$ cat config.mk
export PLATFORM = sky130hd
export DESIGN_NAME = clock_page_replacement_top
export DESIGN_NICKNAME = d
export VERILOG_FILES = /design/src/sv/cpr_pkg.sv /design/src/sv/cpr_marks.sv /design/src/sv/cpr_page_ram.sv /design/src/sv/cpr_seq.sv /design/src/sv/clock_page_replacement_top.sv
export SDC_FILE = /design/constraint.sdc
export NUM_CORES = 2
export LEC_CHECK = 0
export BUFFER_PORTS_ARGS = -buffer_cell sky130_fd_sc_hd__buf_2
export CORE_ASPECT_RATIO = 0.75
export CORE_MARGIN = 1.5
export CORE_UTILIZATION = 30
export DETAILED_ROUTE_END_ITERATION = 6
export HOLD_SLACK_MARGIN = 0.03
export REMOVE_ABC_BUFFERS = 1
export SYNTH_ARGS = -nofsm -noshare
export SYNTH_HDL_FRONTEND = slang
export SYNTH_SLANG_ARGS = --single-unit
$ cat constraint.sdc
create_clock -name clk -period 6.1 [get_ports clk]
set_input_delay 1.22 -clock clk [delete_from_list [all_inputs] [get_ports clk]]
set_output_delay 1.22 -clock clk [all_outputs]
set_load 0.01 [all_outputs]
$ cat src/sv/cpr_pkg.sv
// Shared types and constants for the clock page replacement engine.
// Used by cpr_marks, cpr_page_ram, cpr_seq and clock_page_replacement_top.
`timescale 1ns / 1ps
`default_nettype none

package cpr_pkg;

  localparam int SLOT_COUNT_DEF = 64;
  localparam int PAGE_BITS_DEF  = 20;

  localparam int SLOT_IDX_W = 6;
  localparam int PAGE_IN_W  = 20;
  localparam int CFG_DATA_W = 7;

  localparam logic [CFG_DATA_W-1:0] WS_LIMIT_RESET = 7'd64;

  typedef enum logic {
    REG_POLICY_MODE = 1'b0,
    REG_WS_LIMIT    = 1'b1
  } cfg_reg_t;

  typedef enum logic {
    ACT_ACCESS = 1'b0,
    ACT_FAULT  = 1'b1
  } action_t;

  typedef enum logic {
    POLICY_PLAIN    = 1'b0,
    POLICY_ENHANCED = 1'b1
  } policy_t;

  typedef enum logic [1:0] {
    OUT_ACCESS   = 2'd0,
    OUT_FILLED   = 2'd1,
    OUT_REPLACED = 2'd2,
    OUT_IGNORED  = 2'd3
  } outcome_t;

  typedef enum logic [1:0] {
    ST_IDLE,
    ST_SWEEP,
    ST_RESULT
  } state_t;

  typedef struct packed {
    logic set_used;
    logic set_mod;
    logic clr_used;
    logic clr_both;
  } mark_cmd_t;

endpackage

`default_nettype wire

$ cat src/sv/cpr_marks.sv
// Used and modified mark flops for every slot, one read/update address per cycle.
// Depends on cpr_pkg (mark_cmd_t).
`timescale 1ns / 1ps
`default_nettype none

module cpr_marks #(
  parameter int SLOT_COUNT = cpr_pkg::SLOT_COUNT_DEF
) (
  input  wire                          clk,
  input  wire                          rst,
  input  wire [$clog2(SLOT_COUNT)-1:0] addr,
  input  cpr_pkg::mark_cmd_t           cmd,
  output logic                         used_rd,
  output logic                         mod_rd
);
  import cpr_pkg::*;

  logic [SLOT_COUNT-1:0] used;
  logic [SLOT_COUNT-1:0] modified;

  always_ff @(posedge clk) begin
    if (rst) begin
      used     <= '0;
      modified <= '0;
    end else begin
      if (cmd.set_used) used[addr] <= 1'b1;
      if (cmd.clr_used || cmd.clr_both) used[addr] <= 1'b0;
      if (cmd.set_mod) modified[addr] <= 1'b1;
      if (cmd.clr_both) modified[addr] <= 1'b0;
    end
  end

  assign used_rd = used[addr];
  assign mod_rd  = modified[addr];

endmodule

`default_nettype wire

$ cat src/sv/cpr_page_ram.sv
// Single-port page store, one entry per slot, registered read.
// No dependencies beyond cpr_pkg defaults.
`timescale 1ns / 1ps
`default_nettype none

module cpr_page_ram #(
  parameter int DEPTH = cpr_pkg::SLOT_COUNT_DEF,
  parameter int WIDTH = cpr_pkg::PAGE_BITS_DEF
) (
  input  wire                     clk,
  input  wire [$clog2(DEPTH)-1:0] addr,
  input  wire                     we,
  input  wire [WIDTH-1:0]         wdata,
  output logic [WIDTH-1:0]        rdata
);
  import cpr_pkg::*;

  logic [WIDTH-1:0] mem [DEPTH];

  always_ff @(posedge clk) begin
    if (we) mem[addr] <= wdata;
    rdata <= mem[addr];
  end

endmodule

`default_nettype wire

$ cat src/sv/cpr_seq.sv
// Request sequencer: access and fill in one step, replacement sweep one slot per cycle.
// Depends on cpr_pkg; drives cpr_marks and cpr_page_ram.
`timescale 1ns / 1ps
`default_nettype none

module cpr_seq #(
  parameter int SLOT_COUNT = cpr_pkg::SLOT_COUNT_DEF,
  parameter int PAGE_BITS  = cpr_pkg::PAGE_BITS_DEF
) (
  input  wire                                clk,
  input  wire                                rst,
  input  wire                                start,
  input  wire                                action,
  input  wire [cpr_pkg::SLOT_IDX_W-1:0]      slot_index,
  input  wire                                is_write,
  input  wire [cpr_pkg::PAGE_IN_W-1:0]       page_number,
  input  wire                                policy_mode,
  input  wire [cpr_pkg::CFG_DATA_W-1:0]      working_set_limit,
  output logic                               busy,
  output logic                               done,
  output cpr_pkg::outcome_t                  outcome,
  output logic [cpr_pkg::SLOT_IDX_W-1:0]     chosen_slot,
  output logic [cpr_pkg::PAGE_IN_W-1:0]      evicted_page,
  output logic                               writeback_needed,
  output logic [$clog2(SLOT_COUNT)-1:0]      mark_addr,
  output cpr_pkg::mark_cmd_t                 mark_cmd,
  input  wire                                used_rd,
  input  wire                                mod_rd,
  output logic [$clog2(SLOT_COUNT)-1:0]      ram_addr,
  output logic                               ram_we,
  output logic [PAGE_BITS-1:0]               ram_wdata,
  input  wire  [PAGE_BITS-1:0]               ram_rdata
);
  import cpr_pkg::*;

  localparam int SW = $clog2(SLOT_COUNT);
  localparam int CW = $clog2(SLOT_COUNT + 1);
  localparam int W  = (CW > CFG_DATA_W) ? CW : CFG_DATA_W;

  state_t         state, state_next;
  logic [SW-1:0]  pos, pos_next;
  logic [CW-1:0]  k, k_next;
  logic           phase_b, phase_b_next;
  logic [SW-1:0]  hand, hand_next;
  logic [CW-1:0]  filled, filled_next;
  logic [PAGE_BITS-1:0] page_hold;

  logic                  done_next;
  outcome_t              outcome_next;
  logic [SLOT_IDX_W-1:0] chosen_next;
  logic [PAGE_IN_W-1:0]  evict_next;
  logic                  wb_next;

  logic [W-1:0]  lim, slot_ext, filled_ext;
  logic          slot_ok, has_free, need_sweep, accept, last_step;
  logic [SW-1:0] pos_inc, sweep_start;

  always_comb begin
    lim = W'(working_set_limit);
    if (lim == '0) lim = W'(1);
    if (lim > W'(SLOT_COUNT)) lim = W'(SLOT_COUNT);
  end

  assign slot_ext    = W'(slot_index);
  assign filled_ext  = W'(filled);
  assign slot_ok     = slot_ext < filled_ext;
  assign has_free    = filled_ext < lim;
  assign accept      = start && !busy;
  assign need_sweep  = (action == ACT_FAULT) && !has_free;
  assign pos_inc     = ((CW'(pos) + CW'(1)) >= filled) ? '0 : pos + SW'(1);
  assign sweep_start = (CW'(hand) < filled) ? hand : '0;
  assign last_step   = (k == filled - CW'(1));
  assign busy        = (state != ST_IDLE);

  always_ff @(posedge clk) begin
    if (rst) begin
      state   <= ST_IDLE;
      pos     <= '0;
      k       <= '0;
      phase_b <= 1'b0;
      hand    <= '0;
      filled  <= '0;
      done    <= 1'b0;
    end else begin
      state   <= state_next;
      pos     <= pos_next;
      k       <= k_next;
      phase_b <= phase_b_next;
      hand    <= hand_next;
      filled  <= filled_next;
      done    <= done_next;
    end
  end

  always_ff @(posedge clk) begin
    if (accept) page_hold <= PAGE_BITS'(page_number);
    outcome          <= outcome_next;
    chosen_slot      <= chosen_next;
    evicted_page     <= evict_next;
    writeback_needed <= wb_next;
  end

  always_comb begin
    state_next   = state;
    pos_next     = pos;
    k_next       = k;
    phase_b_next = phase_b;
    hand_next    = hand;
    filled_next  = filled;
    mark_addr    = pos;
    mark_cmd     = '0;
    ram_addr     = pos;
    ram_we       = 1'b0;
    ram_wdata    = page_hold;
    done_next    = 1'b0;
    outcome_next = OUT_ACCESS;
    chosen_next  = SLOT_IDX_W'(pos);
    evict_next   = '0;
    wb_next      = 1'b0;
    unique case (state)
      ST_IDLE: begin
        if (start) begin
          if (action == ACT_ACCESS) begin
            mark_addr   = slot_ext[SW-1:0];
            done_next   = 1'b1;
            chosen_next = slot_index;
            if (slot_ok) begin
              mark_cmd.set_used = 1'b1;
              mark_cmd.set_mod  = is_write;
              outcome_next      = OUT_ACCESS;
            end else begin
              outcome_next = OUT_IGNORED;
            end
          end else if (has_free) begin
            ram_addr          = filled[SW-1:0];
            ram_we            = 1'b1;
            ram_wdata         = PAGE_BITS'(page_number);
            mark_addr         = filled[SW-1:0];
            mark_cmd.clr_both = 1'b1;
            filled_next       = filled + CW'(1);
            done_next         = 1'b1;
            outcome_next      = OUT_FILLED;
            chosen_next       = SLOT_IDX_W'(filled);
          end else begin
            pos_next     = sweep_start;
            k_next       = '0;
            phase_b_next = 1'b0;
            state_next   = ST_SWEEP;
          end
        end
      end
      ST_SWEEP: begin
        if (policy_mode == POLICY_PLAIN) begin
          if (!used_rd) begin
            state_next = ST_RESULT;
          end else begin
            mark_cmd.clr_used = 1'b1;
            pos_next          = pos_inc;
          end
        end else if (!phase_b) begin
          if (!used_rd && !mod_rd) begin
            state_next = ST_RESULT;
          end else begin
            pos_next = pos_inc;
            k_next   = last_step ? '0 : k + CW'(1);
            if (last_step) phase_b_next = 1'b1;
          end
        end else begin
          if (!used_rd) begin
            state_next = ST_RESULT;
          end else begin
            mark_cmd.clr_used = 1'b1;
            pos_next          = pos_inc;
            k_next            = last_step ? '0 : k + CW'(1);
            if (last_step) phase_b_next = 1'b0;
          end
        end
      end
      ST_RESULT: begin
        ram_we            = 1'b1;
        mark_cmd.clr_both = 1'b1;
        done_next         = 1'b1;
        outcome_next      = OUT_REPLACED;
        evict_next        = PAGE_IN_W'(ram_rdata);
        wb_next           = mod_rd;
        hand_next         = pos_inc;
        state_next        = ST_IDLE;
      end
      default: state_next = ST_IDLE;
    endcase
  end

`ifndef SYNTHESIS
  a_fill_bound: assert property (@(posedge clk) disable iff (rst)
    filled <= CW'(SLOT_COUNT))
    else $error("fill count beyond slot count");

  a_sweep_in_ring: assert property (@(posedge clk) disable iff (rst)
    (state == ST_SWEEP) |-> (CW'(pos) < filled))
    else $error("sweep position outside ring");

  a_replace_src: assert property (@(posedge clk) disable iff (rst)
    (done && outcome == OUT_REPLACED) |-> ($past(state) == ST_RESULT))
    else $error("replacement result without write-back step");

  a_quick_result: assert property (@(posedge clk) disable iff (rst)
    (accept && !need_sweep) |=> done)
    else $error("single-step request gave no result");
`endif

endmodule

`default_nettype wire

$ cat src/sv/clock_page_replacement_top.sv
// Access and free-slot fill give their result in the cycle after the request is taken.
// A replacement sweeps the mark unit one slot per cycle, then writes the new page
// in its write step (ST_RESULT); the result comes the cycle after.
// busy is high from the sweep through the write step; single-step requests may be issued every cycle while busy is low.
// Synchronous reset clears marks, fill count, hand, state, config; not page store or results.
// Results cannot be stalled: done marks each result for one cycle.
`timescale 1ns / 1ps
`default_nettype none

module clock_page_replacement_top #(
  parameter int SLOT_COUNT = cpr_pkg::SLOT_COUNT_DEF,
  parameter int PAGE_BITS  = cpr_pkg::PAGE_BITS_DEF
) (
  input  wire                            clk,
  input  wire                            rst,
  input  wire                            cfg_write,
  input  wire                            cfg_index,
  input  wire [cpr_pkg::CFG_DATA_W-1:0]  cfg_data,
  input  wire                            start,
  output logic                           busy,
  input  wire                            action,
  input  wire [cpr_pkg::SLOT_IDX_W-1:0]  slot_index,
  input  wire                            is_write,
  input  wire [cpr_pkg::PAGE_IN_W-1:0]   page_number,
  output logic                           done,
  output cpr_pkg::outcome_t              outcome,
  output logic [cpr_pkg::SLOT_IDX_W-1:0] chosen_slot,
  output logic [cpr_pkg::PAGE_IN_W-1:0]  evicted_page,
  output logic                           writeback_needed
);
  import cpr_pkg::*;

  localparam int SW = $clog2(SLOT_COUNT);

  logic                  policy_mode;
  logic [CFG_DATA_W-1:0] working_set_limit;

  logic [SW-1:0]        mark_addr;
  mark_cmd_t            mark_cmd;
  logic                 used_rd, mod_rd;
  logic [SW-1:0]        ram_addr;
  logic                 ram_we;
  logic [PAGE_BITS-1:0] ram_wdata, ram_rdata;

  always_ff @(posedge clk) begin
    if (rst) begin
      policy_mode       <= POLICY_PLAIN;
      working_set_limit <= WS_LIMIT_RESET;
    end else if (cfg_write) begin
      unique case (cfg_index)
        REG_POLICY_MODE: policy_mode       <= cfg_data[0];
        REG_WS_LIMIT:    working_set_limit <= cfg_data;
        default: ;
      endcase
    end
  end

  cpr_seq #(
    .SLOT_COUNT(SLOT_COUNT),
    .PAGE_BITS (PAGE_BITS)
  ) u_seq (
    .clk              (clk),
    .rst              (rst),
    .start            (start),
    .action           (action),
    .slot_index       (slot_index),
    .is_write         (is_write),
    .page_number      (page_number),
    .policy_mode      (policy_mode),
    .working_set_limit(working_set_limit),
    .busy             (busy),
    .done             (done),
    .outcome          (outcome),
    .chosen_slot      (chosen_slot),
    .evicted_page     (evicted_page),
    .writeback_needed (writeback_needed),
    .mark_addr        (mark_addr),
    .mark_cmd         (mark_cmd),
    .used_rd          (used_rd),
    .mod_rd           (mod_rd),
    .ram_addr         (ram_addr),
    .ram_we           (ram_we),
    .ram_wdata        (ram_wdata),
    .ram_rdata        (ram_rdata)
  );

  cpr_marks #(
    .SLOT_COUNT(SLOT_COUNT)
  ) u_marks (
    .clk    (clk),
    .rst    (rst),
    .addr   (mark_addr),
    .cmd    (mark_cmd),
    .used_rd(used_rd),
    .mod_rd (mod_rd)
  );

  cpr_page_ram #(
    .DEPTH(SLOT_COUNT),
    .WIDTH(PAGE_BITS)
  ) u_pages (
    .clk  (clk),
    .addr (ram_addr),
    .we   (ram_we),
    .wdata(ram_wdata),
    .rdata(ram_rdata)
  );

endmodule

`default_nettype wire
==> run metrics <==
logic gate share of total power 6.5%; Layout Skew 27.3 ps; min cycle time layout roughly 5600 ps; CP Capture Type flop; sw frac approximately a quarter; worst min path class flop to flop; Hold-fix buffers, CTS 0; crit-path leading delay family simple AND/OR/NAND/NOR gates; PnR worst setup slack 540 ps; cells after synthesis 3934; Clk pin slew, worst setup/hold paths 60 ps; # Post-CTS Setup Buffers 0; Synth Area in Compound Gates 14.7%; Avg Synthesized Cell Area 14.7 um2; Adder-Cell Fraction of Synth Area 0.585%; initial antenna violation count 6; max incr delay on CP about 1100 ps; Die W between 500 and 600 um; Synth cell types 88; Pwr Density 325 mW/mm2; # H-tree levels 4; HPWL after DPL 118000 um; Worst EP arrival between 6000 and 7000 ps; IO buf count 70; final slew viol count 0; area leader, netlist edfxtp_1; pre-CTS setup slack 273 ps; mux contribution to synthesized area 0.894%; Pleak around 21 nW; ys async rst share 0%; worst path cell trace inv_1 > nand2_1 > ha_1 > a21oi_1 > a21o_1 > nand3_2 > mux2i_4 > nor2_4 > buf_4 > a22o_1 > a221oi_1 > a31oi_1 > nor4_2 > buf_4 > nand2_1; Initial Util 30.2%; most frequent cell after synthesis edfxtp_1; drt drc 0; Mapped Area 0.0578 mm2; first-pass GRT wire length 271000 um; setup tns final 0 ps; post-layout util 35.3%; CP max stage cell nor4_2; Vias/cell 5.65; Setup CP Type flop to flop; largest net degree at the start of global routing 76; Post-Synth Simple-Gate Area 6.55%; fmax 180 MHz; peak supply drop 0.223 mV; DRT iter0 DRCs roughly 5700; Psw 5.22 mW; vias post-DR 38400; Pint 16.8 mW; critical path required time ~6700 ps; worst skew pair latency 800 ps; main combinational cell family by area after synthesis compound AO/OA/AOI/OAI gates; Placer Congestion ~0.9; aggregate global routing overflow 0; Post-synth EDFFs 1300; Die Y 383 um; total wire length 193000 um; Worst Tran Pin Value 1430 ps; num rows 139; outcome complete, no violations; sequential-to-total area share from yosys stat 75.0%; top cells by area, synth edfxtp_1, dfxtp_1, a22oi_1, nand2_1, a21oi_1; core area 0.191 mm2; DRT antenna net count 0; worst path bufs/invs 3; RSZ-0062 raised after global routing no; critical path fanouts, max 12; P&R area growth vs syn 17.0%; # IOs between 70 and 80; Synth Flop Type edfxtp_1; fillers 18100; Yosys Warn Count 0; post-cts resize count 0; Max-cap violations 0; Die Area 0.195 mm2; DR WL/cell about 28 um; NumNets Final 4198; Post-synth top cells edfxtp_1, a22oi_1, nand2_1; final hold vios 0; CTS tree built; Seq pwr share 52.4%; CTS max path bufs 3; DRT Pass-1 Iters 6; relative slew slack ~4.5%; GRT Util Overall 19.3%; share of the synthesized area in the top cell type 67.6%; Yosys reg bits 1515; CTS Sinks 1515; Startpoint Class flop; number of global-route vias before repair 35800; Final Cycle Share around nine tenths; XOR/XNOR Fraction of Synth Area less than 1%; final setup fails 0; layout cell share with drive strength beyond 1 about 16%; TritonCTS Buffers 150; root buf cell clkbuf_16; Clock power frac 41.1%
-- state kept, by name, summed over array words and instances, names as in the netlist, 7 cells and up, named ones only --
| name | cells |
|---|---|
| u_pages.mem | 1280 |
| u_seq.k | 7 |
| u_seq.page_hold | 20 |
| u_seq.evicted_page | 20 |
| working_set_limit | 7 |
| u_pages.rdata | 20 |
| u_marks.modified | 64 |
| u_seq.filled | 7 |
-- kinds of logic (layout without fill, tap and decap cells) --
logic type                 after synthesis  after routing
DFF                                   1515           1515
AOI/OAI and AO/OA                     1193           1193
and+or+nand+nor                        836            836
buffers and inverters                  299            617
muxes                                   48             48
xor gates and xnor gates                16             16
adders and majority gates               27             27
other                                    0              1
-- cells in the final DEF, fill, tap and decap left out, types with 27 or more instances in the layout --
cell | synthesis | layout
nand3_1 | 70 | 69
buf_4 | 4 | 216
nor2_1 | 174 | 100
a221oi_1 | 95 | 95
a31oi_1 | 139 | 138
dfxtp_1 | 215 | 215
clkinv_1 | 1 | 27
clkbuf_16 | 0 | 151
mux2i_1 | 37 | 33
edfxtp_1 | 1300 | 1300
a22o_1 | 54 | 54
a22oi_1 | 394 | 394
clkbuf_1 | 190 | 43
nor2_2 | 3 | 69
buf_12 | 0 | 31
a41oi_1 | 34 | 34
ha_1 | 27 | 27
nor4_1 | 43 | 41
a211oi_1 | 75 | 75
a21oi_1 | 250 | 250
buf_2 | 33 | 69
nand2_1 | 360 | 340
nor3_1 | 71 | 67
-- worst paths after layout --
kind                                                   startpoint                          endpoint  slack [ps]  cells after the start
worst max-delay path            working_set_limit[6]$_SDFFE_PP1P_         u_pages.rdata[16]$_DFF_P_         540                     15
worst min-delay path                     u_pages.rdata[0]$_DFF_P_  u_seq.evicted_page[0]$_SDFF_PN0_         430                      1
worst max register to register  working_set_limit[6]$_SDFFE_PP1P_         u_pages.rdata[16]$_DFF_P_         540                     15
worst min register to register           u_pages.rdata[0]$_DFF_P_  u_seq.evicted_page[0]$_SDFF_PN0_         430                      1
-- power by group through the flow --
stage	clock network (mW)	registers, mW	logic [mW]
after floorplan	0	11.7	0.683
after global placement	0	11.7	1.36
after detailed placement	0	11.7	1.38
after CTS	9.15	11.5	1.38
after global routing	9.56	11.5	1.49
final	9.05	11.5	1.42
-- routing by layer --
metal / track usage, % / vias to the layer above / share of wire (%)
li1: - / 16100 / -
met1: 27.8 / 19500 / 42
met2: 27.9 / 2433 / 43
met3: 5.75 / 304 / 13
met4: 5.08 / 4 / 2.5
met5: 0 / - / 0.011
-- layout make-up --
class / instances / area [um2] / area share (%)
Timing Repair Buffer: 316 / 2590 / 3.83
Clock inverter: 69 / 628 / 0.929
Sequential cell: 1515 / 43300 / 64.1
Tap cell: 2538 / 3180 / 4.70
Antenna cell: 1 / 2.50 / 0.00370
Clock buffer: 204 / 4080 / 6.03
Multi-Input combinational cell: 2120 / 13700 / 20.2
Inverter: 28 / 105 / 0.155
-- worst reg2reg max path, stage by stage (launching register included) --
cell,delay [ps]
dfxtp_1,340
inv_1,160
nand2_1,80
ha_1,290
a21oi_1,500
a21o_1,340
nand3_2,230
mux2i_4,690
nor2_4,250
buf_4,270
a22o_1,200
a221oi_1,210
a31oi_1,370
nor4_2,1070
buf_4,280
nand2_1,110
-- per-stage QoR --
step,total power [mW],std cells,hold WS [ps],area [um2]
global route,22.6,6790,453,67600
finish,22.0,6791,430,67600
global placement,13.1,6517,414,62900
floorplan,12.4,3663,406,56700
detailed placement,13.1,6517,415,62900
CTS,22.0,6790,429,67600
(Power assumes the default switching activity.)
